[config.mk]
export PLATFORM = sky130hd
export DESIGN_NAME = touch_swipe_detector
export DESIGN_NICKNAME = d
export VERILOG_FILES = /design/src/hw/rtl/tsd_pkg.sv /design/src/hw/rtl/touch_swipe_detector.sv
export SDC_FILE = /design/constraint.sdc
export NUM_CORES = 1
export LEC_CHECK = 0
export CAP_MARGIN = 20
export CORE_MARGIN = 5
export CORE_UTILIZATION = 30
export CTS_CLUSTER_DIAMETER = 80
export CTS_CLUSTER_SIZE = 14
export DETAILED_ROUTE_END_ITERATION = 6
export DONT_BUFFER_PORTS = 1
export GPL_ROUTABILITY_DRIVEN = 0
export PLACE_DENSITY_LB_ADDON = 0.05
export SLEW_MARGIN = 15
export SYNTH_ARGS = -nofsm -noshare
export SYNTH_HDL_FRONTEND = slang
export SYNTH_SLANG_ARGS = --single-unit
[constraint.sdc]
create_clock -name aclk -period 8.35 [get_ports aclk]
set_input_delay 1.67 -clock aclk [delete_from_list [all_inputs] [get_ports aclk]]
set_output_delay 1.67 -clock aclk [all_outputs]
set_load 0.01 [all_outputs]
[src/hw/rtl/tsd_pkg.sv]
// tsd_pkg: constants shared by the touch swipe detector.
// Holds screen geometry, field widths, register map and reset values.
// No dependencies.
package tsd_pkg;

    // Screen geometry and converter resolution
    localparam int SCREEN_WIDTH  = 480;
    localparam int SCREEN_HEIGHT = 320;
    localparam int RAW_BITS      = 12;

    // Width of a reported screen position (positions are masked to this)
    localparam int POS_W = 9;

    // Quotient width of the axis mapping divide: the quotient stays below the screen size
    localparam int SCREEN_MAX = (SCREEN_WIDTH > SCREEN_HEIGHT) ? SCREEN_WIDTH : SCREEN_HEIGHT;
    localparam int QW         = $clog2(SCREEN_MAX + 1);
    localparam int NUM_W      = RAW_BITS + QW;
    localparam int DIV_CNT_W  = (QW > 1) ? $clog2(QW) : 1;

    // Square compare widths
    localparam int SQ_OP_W = 10;
    localparam int SQ_W    = 2 * SQ_OP_W;

    // Configuration register indexes
    localparam logic [2:0] REG_PRESSURE_MIN = 3'd0;
    localparam logic [2:0] REG_DEBOUNCE_MS  = 3'd1;
    localparam logic [2:0] REG_X_RAW_LOW    = 3'd2;
    localparam logic [2:0] REG_X_RAW_HIGH   = 3'd3;
    localparam logic [2:0] REG_Y_RAW_LOW    = 3'd4;
    localparam logic [2:0] REG_Y_RAW_HIGH   = 3'd5;
    localparam logic [2:0] REG_SWIPE_TIME   = 3'd6;
    localparam logic [2:0] REG_SWIPE_DIST   = 3'd7;

    // Configuration reset values
    localparam logic [11:0] RST_PRESSURE_MIN = 12'd200;
    localparam logic [15:0] RST_DEBOUNCE_MS  = 16'd20;
    localparam logic [11:0] RST_X_RAW_LOW    = 12'd200;
    localparam logic [11:0] RST_X_RAW_HIGH   = 12'd3900;
    localparam logic [11:0] RST_Y_RAW_LOW    = 12'd200;
    localparam logic [11:0] RST_Y_RAW_HIGH   = 12'd3900;
    localparam logic [15:0] RST_SWIPE_TIME   = 16'd500;
    localparam logic [9:0]  RST_SWIPE_DIST   = 10'd50;

    // Swipe direction codes
    localparam logic [1:0] DIR_RIGHT = 2'd0;
    localparam logic [1:0] DIR_LEFT  = 2'd1;
    localparam logic [1:0] DIR_DOWN  = 2'd2;
    localparam logic [1:0] DIR_UP    = 2'd3;

endpackage

[src/hw/rtl/touch_swipe_detector.sv]
// touch_swipe_detector: press/release and swipe detection on raw touch samples.
// Uses tsd_pkg for geometry, register map and reset values.
//
//   channel  | direction | handshake      | payload
//   ---------+-----------+----------------+------------------------------------------
//   s_       | in        | s_valid/ready  | raw_x, raw_y, raw_z, now_ms
//   m_       | out       | m_valid/ready  | touch event fields, swipe fields
//   apb      | in        | psel/penable   | 8 config registers at 4*index
//
// A touching sample that starts or continues a press is mapped by the shared restoring
// divider, x then y, one quotient bit per cycle; a value clamped at a calibration limit
// skips its divide. A sample that ends a tracked press within the swipe time then runs
// the squared distance test on the shared multiplier in the states SQ0, SQ1 and SQ2.
// s_ready is high only in idle; a finished result waits in the output register
// while the next sample is taken. Reset is synchronous, active low, no clearing pass.
module touch_swipe_detector (
    input  logic        aclk,
    input  logic        aresetn,
    // sample channel
    input  logic        s_valid,
    output logic        s_ready,
    input  logic [11:0] s_raw_x,
    input  logic [11:0] s_raw_y,
    input  logic [11:0] s_raw_z,
    input  logic [31:0] s_now_ms,
    // result channel
    output logic        m_valid,
    input  logic        m_ready,
    output logic        m_touch_valid,
    output logic        m_touch_pressed,
    output logic [8:0]  m_touch_x,
    output logic [8:0]  m_touch_y,
    output logic        m_swipe_valid,
    output logic [1:0]  m_swipe_dir,
    output logic [8:0]  m_swipe_from_x,
    output logic [8:0]  m_swipe_from_y,
    output logic [8:0]  m_swipe_to_x,
    output logic [8:0]  m_swipe_to_y,
    output logic [15:0] m_swipe_ms,
    // configuration port
    input  logic        psel,
    input  logic        penable,
    input  logic        pwrite,
    input  logic [4:0]  paddr,
    input  logic [31:0] pwdata,
    output logic [31:0] prdata,
    output logic        pready
);

    localparam int RB = tsd_pkg::RAW_BITS;
    localparam int PW = tsd_pkg::POS_W;
    localparam int QW = tsd_pkg::QW;
    localparam int NW = tsd_pkg::NUM_W;
    localparam int CW = tsd_pkg::DIV_CNT_W;

    // Sequencer states
    localparam logic [3:0] ST_IDLE   = 4'd0;
    localparam logic [3:0] ST_DECIDE = 4'd1;
    localparam logic [3:0] ST_MAP    = 4'd2;
    localparam logic [3:0] ST_DIV    = 4'd3;
    localparam logic [3:0] ST_PRESS  = 4'd4;
    localparam logic [3:0] ST_TRACK  = 4'd5;
    localparam logic [3:0] ST_SQ0    = 4'd6;
    localparam logic [3:0] ST_SQ1    = 4'd7;
    localparam logic [3:0] ST_SQ2    = 4'd8;
    localparam logic [3:0] ST_OUT    = 4'd9;

    // Configuration registers
    logic [11:0] pressure_min_reg;
    logic [15:0] debounce_ms_reg;
    logic [11:0] x_raw_low_reg;
    logic [11:0] x_raw_high_reg;
    logic [11:0] y_raw_low_reg;
    logic [11:0] y_raw_high_reg;
    logic [15:0] swipe_time_reg;
    logic [9:0]  swipe_dist_reg;

    // Control state
    logic [3:0]  state_reg, state_next;
    logic        pen_down_reg;
    logic        last_pos_valid_reg;
    logic        tracking_reg;
    logic        m_valid_reg;

    // Tracking state (cleared by reset to match the behavior after reset)
    logic [31:0]   last_act_reg;
    logic [PW-1:0] last_x_reg;
    logic [PW-1:0] last_y_reg;
    logic [PW-1:0] start_x_reg;
    logic [PW-1:0] start_y_reg;
    logic [31:0]   start_ms_reg;

    // Working registers
    logic [11:0]   raw_x_reg;
    logic [11:0]   raw_y_reg;
    logic [11:0]   raw_z_reg;
    logic [31:0]   now_reg;
    logic          axis_reg;
    logic [RB-1:0] rem_reg;
    logic [QW-1:0] quo_reg;
    logic [RB-1:0] den_reg;
    logic [CW-1:0] cnt_reg;
    logic [PW-1:0] map_x_reg;
    logic          ev_valid_reg;
    logic          ev_pressed_reg;
    logic [PW-1:0] ev_x_reg;
    logic [PW-1:0] ev_y_reg;
    logic          hit_reg;
    logic [1:0]    dir_reg;
    logic [15:0]   dur_reg;
    logic [PW-1:0] ax_reg;
    logic [PW-1:0] ay_reg;
    logic [tsd_pkg::SQ_W-1:0] acc_reg;

    // Output registers
    logic          o_touch_valid_reg;
    logic          o_touch_pressed_reg;
    logic [8:0]    o_touch_x_reg;
    logic [8:0]    o_touch_y_reg;
    logic          o_swipe_valid_reg;
    logic [1:0]    o_swipe_dir_reg;
    logic [8:0]    o_from_x_reg;
    logic [8:0]    o_from_y_reg;
    logic [8:0]    o_to_x_reg;
    logic [8:0]    o_to_y_reg;
    logic [15:0]   o_ms_reg;

    // Combinational helpers
    logic          cfg_write;
    logic          in_xfer;
    logic          out_free;
    logic          touching;
    logic          press_ok;
    logic [31:0]   since_act;
    logic [31:0]   dur_full;
    logic [RB-1:0] map_raw, map_lo, map_hi;
    logic [NW-1:0] map_num;
    logic [PW-1:0] map_size;
    logic [RB:0]   div_cand;
    logic          div_ge;
    logic [RB:0]   div_diff;
    logic [PW-1:0] div_pos;
    logic [tsd_pkg::SQ_OP_W-1:0] mul_op;
    logic [tsd_pkg::SQ_W-1:0]    mul_prod;

    assign pready    = 1'b1;
    assign cfg_write = psel & penable & pwrite & pready;
    assign s_ready   = (state_reg == ST_IDLE);
    assign in_xfer   = s_valid & s_ready;
    assign out_free  = ~m_valid_reg | m_ready;

    // Register readback
    always_comb begin
        unique case (paddr[4:2])
            tsd_pkg::REG_PRESSURE_MIN: prdata = {20'd0, pressure_min_reg};
            tsd_pkg::REG_DEBOUNCE_MS:  prdata = {16'd0, debounce_ms_reg};
            tsd_pkg::REG_X_RAW_LOW:    prdata = {20'd0, x_raw_low_reg};
            tsd_pkg::REG_X_RAW_HIGH:   prdata = {20'd0, x_raw_high_reg};
            tsd_pkg::REG_Y_RAW_LOW:    prdata = {20'd0, y_raw_low_reg};
            tsd_pkg::REG_Y_RAW_HIGH:   prdata = {20'd0, y_raw_high_reg};
            tsd_pkg::REG_SWIPE_TIME:   prdata = {16'd0, swipe_time_reg};
            tsd_pkg::REG_SWIPE_DIST:   prdata = {22'd0, swipe_dist_reg};
            default:                   prdata = 32'd0;
        endcase
    end

    // Configuration writes
    always_ff @(posedge aclk) begin
        if (!aresetn) begin
            pressure_min_reg <= tsd_pkg::RST_PRESSURE_MIN;
            debounce_ms_reg  <= tsd_pkg::RST_DEBOUNCE_MS;
            x_raw_low_reg    <= tsd_pkg::RST_X_RAW_LOW;
            x_raw_high_reg   <= tsd_pkg::RST_X_RAW_HIGH;
            y_raw_low_reg    <= tsd_pkg::RST_Y_RAW_LOW;
            y_raw_high_reg   <= tsd_pkg::RST_Y_RAW_HIGH;
            swipe_time_reg   <= tsd_pkg::RST_SWIPE_TIME;
            swipe_dist_reg   <= tsd_pkg::RST_SWIPE_DIST;
        end else if (cfg_write) begin
            unique case (paddr[4:2])
                tsd_pkg::REG_PRESSURE_MIN: pressure_min_reg <= pwdata[11:0];
                tsd_pkg::REG_DEBOUNCE_MS:  debounce_ms_reg  <= pwdata[15:0];
                tsd_pkg::REG_X_RAW_LOW:    x_raw_low_reg    <= pwdata[11:0];
                tsd_pkg::REG_X_RAW_HIGH:   x_raw_high_reg   <= pwdata[11:0];
                tsd_pkg::REG_Y_RAW_LOW:    y_raw_low_reg    <= pwdata[11:0];
                tsd_pkg::REG_Y_RAW_HIGH:   y_raw_high_reg   <= pwdata[11:0];
                tsd_pkg::REG_SWIPE_TIME:   swipe_time_reg   <= pwdata[15:0];
                tsd_pkg::REG_SWIPE_DIST:   swipe_dist_reg   <= pwdata[9:0];
                default: ;
            endcase
        end
    end

    // Press decision
    assign touching  = (raw_z_reg >= pressure_min_reg);
    assign since_act = now_reg - last_act_reg;
    assign press_ok  = touching & (pen_down_reg | (since_act >= {16'd0, debounce_ms_reg}));
    assign dur_full  = now_reg - start_ms_reg;

    // Axis select for the shared mapping divider
    assign map_raw  = axis_reg ? RB'(raw_y_reg) : RB'(raw_x_reg);
    assign map_lo   = axis_reg ? RB'(y_raw_low_reg) : RB'(x_raw_low_reg);
    assign map_hi   = axis_reg ? RB'(y_raw_high_reg) : RB'(x_raw_high_reg);
    assign map_size = axis_reg ? PW'(tsd_pkg::SCREEN_HEIGHT) : PW'(tsd_pkg::SCREEN_WIDTH);
    assign map_num  = NW'(map_raw - map_lo) *
                      (axis_reg ? NW'(tsd_pkg::SCREEN_HEIGHT) : NW'(tsd_pkg::SCREEN_WIDTH));

    // One restoring divide step
    assign div_cand = {rem_reg, quo_reg[QW-1]};
    assign div_ge   = (div_cand >= {1'b0, den_reg});
    assign div_diff = div_cand - {1'b0, den_reg};
    assign div_pos  = PW'({quo_reg[QW-2:0], div_ge});

    // Shared multiplier for the squared distance test
    always_comb begin
        priority case (state_reg)
            ST_SQ0:  mul_op = tsd_pkg::SQ_OP_W'(ax_reg);
            ST_SQ1:  mul_op = tsd_pkg::SQ_OP_W'(ay_reg);
            default: mul_op = swipe_dist_reg;
        endcase
    end
    assign mul_prod = mul_op * mul_op;

    // Sequencer
    always_comb begin
        state_next = state_reg;
        unique case (state_reg)
            ST_IDLE:   if (in_xfer) state_next = ST_DECIDE;
            ST_DECIDE: state_next = press_ok ? ST_MAP : ST_TRACK;
            ST_MAP: begin
                if (map_raw <= map_lo || map_raw >= map_hi) begin
                    state_next = axis_reg ? ST_PRESS : ST_MAP;
                end else begin
                    state_next = ST_DIV;
                end
            end
            ST_DIV: begin
                if (cnt_reg == CW'(QW - 1)) state_next = axis_reg ? ST_PRESS : ST_MAP;
            end
            ST_PRESS:  state_next = ST_OUT;
            ST_TRACK: begin
                if (tracking_reg && dur_full < {16'd0, swipe_time_reg} && last_pos_valid_reg)
                    state_next = ST_SQ0;
                else
                    state_next = ST_OUT;
            end
            ST_SQ0:    state_next = ST_SQ1;
            ST_SQ1:    state_next = ST_SQ2;
            ST_SQ2:    state_next = ST_OUT;
            ST_OUT:    if (out_free) state_next = ST_IDLE;
            default:   state_next = ST_IDLE;
        endcase
    end

    // Control and tracking state
    always_ff @(posedge aclk) begin
        if (!aresetn) begin
            state_reg          <= ST_IDLE;
            pen_down_reg       <= 1'b0;
            last_pos_valid_reg <= 1'b0;
            tracking_reg       <= 1'b0;
            m_valid_reg        <= 1'b0;
            last_act_reg       <= 32'd0;
            last_x_reg         <= '0;
            last_y_reg         <= '0;
            start_x_reg        <= '0;
            start_y_reg        <= '0;
            start_ms_reg       <= 32'd0;
        end else begin
            state_reg <= state_next;
            // raise valid on a loaded result, hold it until the transfer
            m_valid_reg <= (state_reg == ST_OUT && out_free) || (m_valid_reg && !m_ready);
            unique case (state_reg)
                ST_DECIDE: begin
                    // drop the pen on a release
                    if (!touching && pen_down_reg) begin
                        pen_down_reg <= 1'b0;
                        last_act_reg <= now_reg;
                    end
                end
                ST_PRESS: begin
                    pen_down_reg       <= 1'b1;
                    last_x_reg         <= map_x_reg;
                    last_y_reg         <= ev_y_reg;
                    last_pos_valid_reg <= 1'b1;
                    last_act_reg       <= now_reg;
                    if (!tracking_reg) begin
                        tracking_reg <= 1'b1;
                        start_x_reg  <= map_x_reg;
                        start_y_reg  <= ev_y_reg;
                        start_ms_reg <= now_reg;
                    end
                end
                ST_TRACK:  tracking_reg <= 1'b0;
                default: ;
            endcase
        end
    end

    // Datapath working registers
    always_ff @(posedge aclk) begin
        unique case (state_reg)
            ST_IDLE: begin
                if (in_xfer) begin
                    raw_x_reg <= s_raw_x;
                    raw_y_reg <= s_raw_y;
                    raw_z_reg <= s_raw_z;
                    now_reg   <= s_now_ms;
                end
            end
            ST_DECIDE: begin
                axis_reg       <= 1'b0;
                hit_reg        <= 1'b0;
                ev_pressed_reg <= 1'b0;
                if (!touching && pen_down_reg) begin
                    ev_valid_reg <= 1'b1;
                    ev_x_reg     <= last_x_reg;
                    ev_y_reg     <= last_y_reg;
                end else begin
                    ev_valid_reg <= 1'b0;
                    ev_x_reg     <= '0;
                    ev_y_reg     <= '0;
                end
            end
            ST_MAP: begin
                // clamp outside the calibration window, else start the divide
                if (map_raw <= map_lo || map_raw >= map_hi) begin
                    if (axis_reg) ev_y_reg <= (map_raw <= map_lo) ? '0 : map_size;
                    else          map_x_reg <= (map_raw <= map_lo) ? '0 : map_size;
                    axis_reg <= 1'b1;
                end else begin
                    rem_reg <= map_num[NW-1:QW];
                    quo_reg <= map_num[QW-1:0];
                    den_reg <= map_hi - map_lo;
                    cnt_reg <= '0;
                end
            end
            ST_DIV: begin
                // advance one quotient bit
                rem_reg <= div_ge ? div_diff[RB-1:0] : div_cand[RB-1:0];
                quo_reg <= {quo_reg[QW-2:0], div_ge};
                cnt_reg <= cnt_reg + CW'(1);
                if (cnt_reg == CW'(QW - 1)) begin
                    if (axis_reg) ev_y_reg <= div_pos;
                    else          map_x_reg <= div_pos;
                    axis_reg <= 1'b1;
                end
            end
            ST_PRESS: begin
                ev_valid_reg   <= 1'b1;
                ev_pressed_reg <= 1'b1;
                ev_x_reg       <= map_x_reg;
            end
            ST_TRACK: begin
                // capture movement, direction and duration for the distance test
                dur_reg <= dur_full[15:0];
                ax_reg  <= (last_x_reg > start_x_reg) ? last_x_reg - start_x_reg
                                                      : start_x_reg - last_x_reg;
                ay_reg  <= (last_y_reg > start_y_reg) ? last_y_reg - start_y_reg
                                                      : start_y_reg - last_y_reg;
                if (((last_x_reg > start_x_reg) ? last_x_reg - start_x_reg
                                                : start_x_reg - last_x_reg) >
                    ((last_y_reg > start_y_reg) ? last_y_reg - start_y_reg
                                                : start_y_reg - last_y_reg))
                    dir_reg <= (last_x_reg > start_x_reg) ? tsd_pkg::DIR_RIGHT
                                                          : tsd_pkg::DIR_LEFT;
                else
                    dir_reg <= (last_y_reg > start_y_reg) ? tsd_pkg::DIR_DOWN
                                                          : tsd_pkg::DIR_UP;
            end
            ST_SQ0:  acc_reg <= mul_prod;
            ST_SQ1:  acc_reg <= acc_reg + mul_prod;
            ST_SQ2:  hit_reg <= (acc_reg >= mul_prod);
            default: ;
        endcase
    end

    // Output register: load the result transfer
    always_ff @(posedge aclk) begin
        if (state_reg == ST_OUT && out_free) begin
            o_touch_valid_reg   <= ev_valid_reg;
            o_touch_pressed_reg <= ev_pressed_reg;
            o_touch_x_reg       <= 9'(ev_x_reg);
            o_touch_y_reg       <= 9'(ev_y_reg);
            o_swipe_valid_reg   <= hit_reg;
            o_swipe_dir_reg     <= hit_reg ? dir_reg : 2'd0;
            o_from_x_reg        <= hit_reg ? 9'(start_x_reg) : 9'd0;
            o_from_y_reg        <= hit_reg ? 9'(start_y_reg) : 9'd0;
            o_to_x_reg          <= hit_reg ? 9'(last_x_reg) : 9'd0;
            o_to_y_reg          <= hit_reg ? 9'(last_y_reg) : 9'd0;
            o_ms_reg            <= hit_reg ? dur_reg : 16'd0;
        end
    end

    assign m_valid         = m_valid_reg;
    assign m_touch_valid   = o_touch_valid_reg;
    assign m_touch_pressed = o_touch_pressed_reg;
    assign m_touch_x       = o_touch_x_reg;
    assign m_touch_y       = o_touch_y_reg;
    assign m_swipe_valid   = o_swipe_valid_reg;
    assign m_swipe_dir     = o_swipe_dir_reg;
    assign m_swipe_from_x  = o_from_x_reg;
    assign m_swipe_from_y  = o_from_y_reg;
    assign m_swipe_to_x    = o_to_x_reg;
    assign m_swipe_to_y    = o_to_y_reg;
    assign m_swipe_ms      = o_ms_reg;

    // Checks
    a_busy_after_take: assert property (@(posedge aclk) disable iff (!aresetn)
        in_xfer |=> !s_ready)
        else $error("sample taken while a previous one is in work");

    a_div_count: assert property (@(posedge aclk) disable iff (!aresetn)
        (state_reg == ST_DIV) |-> (cnt_reg <= CW'(QW - 1)))
        else $error("divide step count past quotient width");

    a_swipe_on_release: assert property (@(posedge aclk) disable iff (!aresetn)
        (m_valid && m_swipe_valid) |-> !m_touch_pressed)
        else $error("swipe reported on a press event");

    a_pressed_is_event: assert property (@(posedge aclk) disable iff (!aresetn)
        (m_valid && m_touch_pressed) |-> m_touch_valid)
        else $error("press flag without a touch event");

endmodule

* After elaboration in Yosys (flattened, before gate mapping) *
Cells that the tools add are included.

word-level totals
  RAM bits = 0
  output and inout port bits = 110
  bits of input ports = 112
  flip-flop bits (word level) = 477
  memories kept = 0
  latch bits = 0
  ROM bits = 0

cells by class
  multipliers = 2
  bitwise operators = 9
  $add $sub $neg = 11
  div/mod/pow operators = 0
  eq/ne operators = 27
  reductions and logical operators = 35
  mux-type cells = 54
  shift-type cells = 0
  order comparisons = 10

operators by type and width
  cell              number
  $pmux 32 s8       1
  $mux 9            14
  $pmux 32 s2       1
  $sub 32x32->32    2
  $mux 12           5
  $pmux 9 s2        3
  $pmux 20 s2       1
  $pmux 4 s9        1
  $sub 9x9->9       4
  $ge 32x16->1      1
  $lt 32x16->1      1
  $mux 32           1
  $gt 9x9->1        3
  $pmux 9 s3        1
  $reduce_and 2->1  13
  $ge 12x12->1      2
  $pmux 12 s2       1
  $sub 12x12->12    2
  $mul 13x10->21    1
  $add 20x20->20    1
  $ge 20x20->1      1
  $mul 10x10->20    1
  $mux 4            5
  $pmux 10 s2       1
  33 further kinds  81

* Depth between registers and ports, before layout *
  depth after elaboration = 6
  gate-level depth with buffers = 39
  mapped depth without buffers = 37

* Worst setup path after synthesis *
Ideal clock, no wire load.

  path kind = flip-flop to flip-flop
  from = register state_reg[0]
  to = register hit_reg (data pin)
  setup slack = 265 ps
  stages on the path, launching flop included = 37
  setup time = 276 ps
  data arrival time = 7809 ps
  data required time = 8074 ps
  path through = dfxtp_1 > clkbuf_1 > buf_1 > mux2i_1 > o21ai_0 > inv_1 > nor2_1 > fa_1 > inv_1 > fa_1 > fa_1 > inv_1 > fa_1 > inv_1 > fa_1 > inv_1 > ha_1 > and4_1 > o21ai_0 > a221o_1 > o211a_1 > a211oi_1 > o31a_1 > o21a_1 > o21ai_0 > nand2b_1 > xor2_1 > ha_1 > nor2b_1 > nor2b_1 > nand2_1 > nor3_1 > o21ai_0 > a21oi_1 > or3_1 > a2111oi_0 > a211oi_1

on the way
  longest elaborated chain between the ends = 5

RTL lines
  what                    line                         text
  start, declared         touch_swipe_detector.sv:79   logic [3:0] state_reg, state_next;
  start signal, assigned  touch_swipe_detector.sv:269  state_reg <= state_next;
  $eq 4x3->1              touch_swipe_detector.sv:215  priority case (state_reg)
  $pmux 10 s2             touch_swipe_detector.sv:215
  $mul 10x10->20          touch_swipe_detector.sv:221  assign mul_prod = mul_op * mul_op;
  $ge 20x20->1            touch_swipe_detector.sv:372  ST_SQ2: hit_reg <= (acc_reg >= mul_prod);
  $pmux 1 s2 *            touch_swipe_detector.sv:301  unique case (state_reg)
  end signal, assigned    touch_swipe_detector.sv:372
  end, declared           touch_swipe_detector.sv:108  logic hit_reg;

Mark *: on every way between the ends. The rest lies on a longest branch, timed or not.
A chain may end at the register's enable or synchronous reset.

* Worst setup path after layout *
  from = register state_reg[3]
  to = register acc_reg[17] (netlist name) (data pin)

on the way
  longest elaborated chain between the ends = 5

RTL lines
  what                  line                                                      text
  $eq 4x3->1            touch_swipe_detector.sv:215, touch_swipe_detector.sv:301
  $pmux 10 s2           touch_swipe_detector.sv:215
  $mul 10x10->20        touch_swipe_detector.sv:221
  $add 20x20->20        touch_swipe_detector.sv:371                               ST_SQ1: acc_reg <= acc_reg + mul_prod;
  $pmux 20 s2 *         touch_swipe_detector.sv:301
  end signal, assigned  touch_swipe_detector.sv:370                               ST_SQ0: acc_reg <= mul_prod;
  end signal, assigned  touch_swipe_detector.sv:371
  end, declared         touch_swipe_detector.sv:113                               logic [tsd_pkg::SQ_W-1:0] acc_reg;

Marks and branches as above.

==> impl_metrics.tcl <==
set metrics [dict create \
    hold-worst-slack_ns 0.422 \
    rows 121 \
    yosys.area.top_type "edfxtp_1" \
    die_w_um 341 \
    status "finished, final reports clean" \
    worst_skew_pair.late_latency_ns 0.65 \
    final_hold_viol_count 0 \
    tritoncts_clock_tree "built" \
    grt_pass1_wl_um 157000 \
    clkTransAtPathRegs_ns 0.07 \
    intPower_w 0.00798 \
    worst_rel_slew_slack 0.269 \
    worstSetupPathType "reg -> reg" \
    cts.htree.levels 2 \
    synthMostInstantiatedCell "nand2_1" \
    worst-endpoint-required_ns 8.71 \
    timing.reg2reg.worst_path_depth 35 \
    largest_cells_by_area_after_synthesis "edfxtp_1 24%, dfxtp_1 13%, ha_1 12%" \
    asyncSetResetFlopFracSynth 0 \
    die_boundary_height_um 341 \
    detailedPlacementHpwl_um 80000 \
    areaGrowthSynthToFinish_pct 10.4 \
    synth_edf_count 267 \
    cts_buffer_depth 3 \
    yosysWarnings 0 \
    clock-sinks 477 \
    synth_sequential_area_ratio 0.372 \
    p_sw_w 0.00600 \
    ys_seq_elements 477 \
    synth_cell_type_count 89 \
    largest_driver_fanout_on_the_critical_path 15 \
    start_util 0.302 \
    timing.final.setup_violations 0 \
    postSynth.topFlopCell "edfxtp_1" \
    synth_area_per_cell_um2 9.14 \
    cts_inserted_buffers 48 \
    via_count 25100 \
    slew_of_the_pin_with_the_lowest_slew_margin_ns 1.09 \
    grt_usage 0.173 \
    antenna_found_initial 4 \
    io_pins 222 \
    crit_path_frequent_cell "inv_1" \
    timing.final.crit_period_ns 7.92 \
    worst_path_max_delay_cell "fa_1" \
    drv_slew 0 \
    fin_skew_ns 0.0550 \
    leading_cell_types_by_count_after_synthesis "608 x nand2_1, 367 x inv_1, 327 x ha_1, 267 x edfxtp_1, 210 x dfxtp_1" \
    sequentialPowerShare 0.239 \
    fin_crit_sh 0.949 \
    finish.utilization 0.333 \
    cts-hold-fix-buffers 0 \
    comb_power_share 0.603 \
    port_buffers 0 \
    holdCritPathClass "reg -> reg" \
    vdd_ir_drop_max_v 0.000877 \
    cts.root.buffer_cell "clkbuf_16" \
    pin_count_of_the_biggest_net_entering_global_routing 210 \
    achievable-frequency_mhz 126 \
    max_incr_delay_on_cp_ns 0.54 \
    p_per_area_nw_per_um2 386 \
    worst_setup_path_start_kind "flop" \
    post-route-drc-count 0 \
    instances_no_fill 5027 \
    power.static_leakage_nw 14.5 \
    post_route_cells_drive_above_1_share 0.0656 \
    final_nets 4093 \
    portion_of_synthesized_cell_area_occupied_by_the_leading_cell_type 0.244 \
    globalRoute.totalOverflow 0 \
    swShare 0.429 \
    via_per_inst 4.98 \
    worstPathArrival_ns 8.28 \
    first_global_vias 25000 \
    drtAntennaViolNets 0 \
    average_detailed_routed_wire_length_per_instance_um 20.5 \
    place.detailed.instances 4931 \
    synthesized_instance_count 3593 \
    drt-initial-drc-count 1521 \
    design.die.area_um2 116000 \
    floorplan.core_area_um2 109000 \
    timing.max_cap.violations 0 \
    synth.cell_area_um2 32800 \
    cp-end-kind "flop" \
    firstDrtPassIters 5 \
    postRouteWirelength_um 103000 \
    hold-path-cell-count 0 \
    clock_power_share 0.158 \
]
-- worst max-delay path: cells and delay by family, from the launching register on --
kind | cells | cell delay [ns]
compound gates | 8 | 1.73
xor+xnor | 2 | 0.40
fa+ha+maj | 7 | 3.05
buf+inv | 10 | 0.95
flops | 1 | 0.31
mux | 1 | 0.26
simple gates | 7 | 0.90
-- kinds of logic (layout without fill, tap and decap cells) --
group	count (synthesis)	count (layout)	synth area share
buf+inv	528	532	0.0635
compound gates	790	790	0.161
xor+xnor	134	134	0.0357
other cells	2	18	0.000229
fa+ha+maj	407	407	0.173
mux	100	100	0.0349
simple gates	1155	1155	0.159
flops	477	477	0.372
-- stage by stage --
step | total power (W) | setup slack (ns) | setup TNS [ns] | area (µm²)
CTS | 0.0143 | 0.0185 | 0 | 36100
finish | 0.0140 | 0.425 | 0 | 36300
detailed placement | 0.0119 | -0.156 | -0.156 | 34600
floorplan | 0.00983 | 0.265 | 0 | 32900
global route | 0.0157 | -0.0255 | -0.0373 | 36300
global placement | 0.0119 | -0.255 | -0.255 | 34500
-- area by class of cell --
type                    count  area, µm²
well taps                1414       1770
diodes                      1       2.50
clock inverters            17        206
multi-input cells        2603      18700
repair buffers             73        593
flip-flops and latches    477      12200
fillers                 11200      72600
inverters                 371       1400
clock buffers              71       1330
-- metal layers --
metal / wire [µm] / vias to the layer above / share of wire / track usage
met1: 50400 / 12100 / 0.49 / 0.247
met3: 4820 / 88 / 0.047 / 0.0303
met2: 46400 / 503 / 0.45 / 0.276
met5: 12 / - / 0.00012 / 0
met4: 1560 / 2 / 0.015 / 0.0303
li1: - / 12300 / - / -
-- cells in the final DEF (no fill, tap or decap), types with 30 or more instances in the layout --
cell type  synthesis  routed
nor2b_1           39      36
xor2_1            46      46
xnor2_1           88      88
edfxtp_1         267     267
a21o_1            73      73
a21boi_0         172     172
nor2_1           170     167
clkbuf_16          0      49
dfxtp_1          210     209
mux2i_1           66      64
ha_1             327     327
o21a_1            43      43
buf_4             20      67
nor3_1            41      35
and2_1            72      71
inv_1            367     367
nand2b_1          32      32
a21oi_1          175     175
nand2_1          608     607
o21ai_0          127     123
nand3_1           73      73
a211oi_1          31      30
fa_1              80      80
-- power groups by stage --
| stage | clock, W | sequential [W] | combinational (W) |
|---|---|---|---|
| 2_1_floorplan | 0 | 0.00329 | 0.00654 |
| 3_3_place_gp | 0 | 0.00340 | 0.00846 |
| 3_5_place_dp | 0 | 0.00340 | 0.00846 |
| 4_1_cts | 0.00230 | 0.00335 | 0.00865 |
| 5_1_grt | 0.00239 | 0.00337 | 0.00991 |
| 6_report | 0.00221 | 0.00334 | 0.00844 |
-- path summary, 6_finish.rpt --
path | from | end | slack, ns
worst max-delay path | state_reg[3] | acc_reg[17] | 0.43
worst min-delay path | ev_pressed_reg | m_touch_pressed | 0.42
worst max register to register | state_reg[3] | acc_reg[17] | 0.43
worst min register to register | ev_pressed_reg | m_touch_pressed | 0.42
-- repair_timing --
item / 4_1_cts / 5_1_grt
cloned: 0 / 1
gates resized for setup: 4 / 19
setup endpoints to repair: 1 / 3
hold endpoints to repair: 0 / 0
setup buffers: 0 / 3
pin swaps: 0 / 4
(Power assumes the default switching activity.)
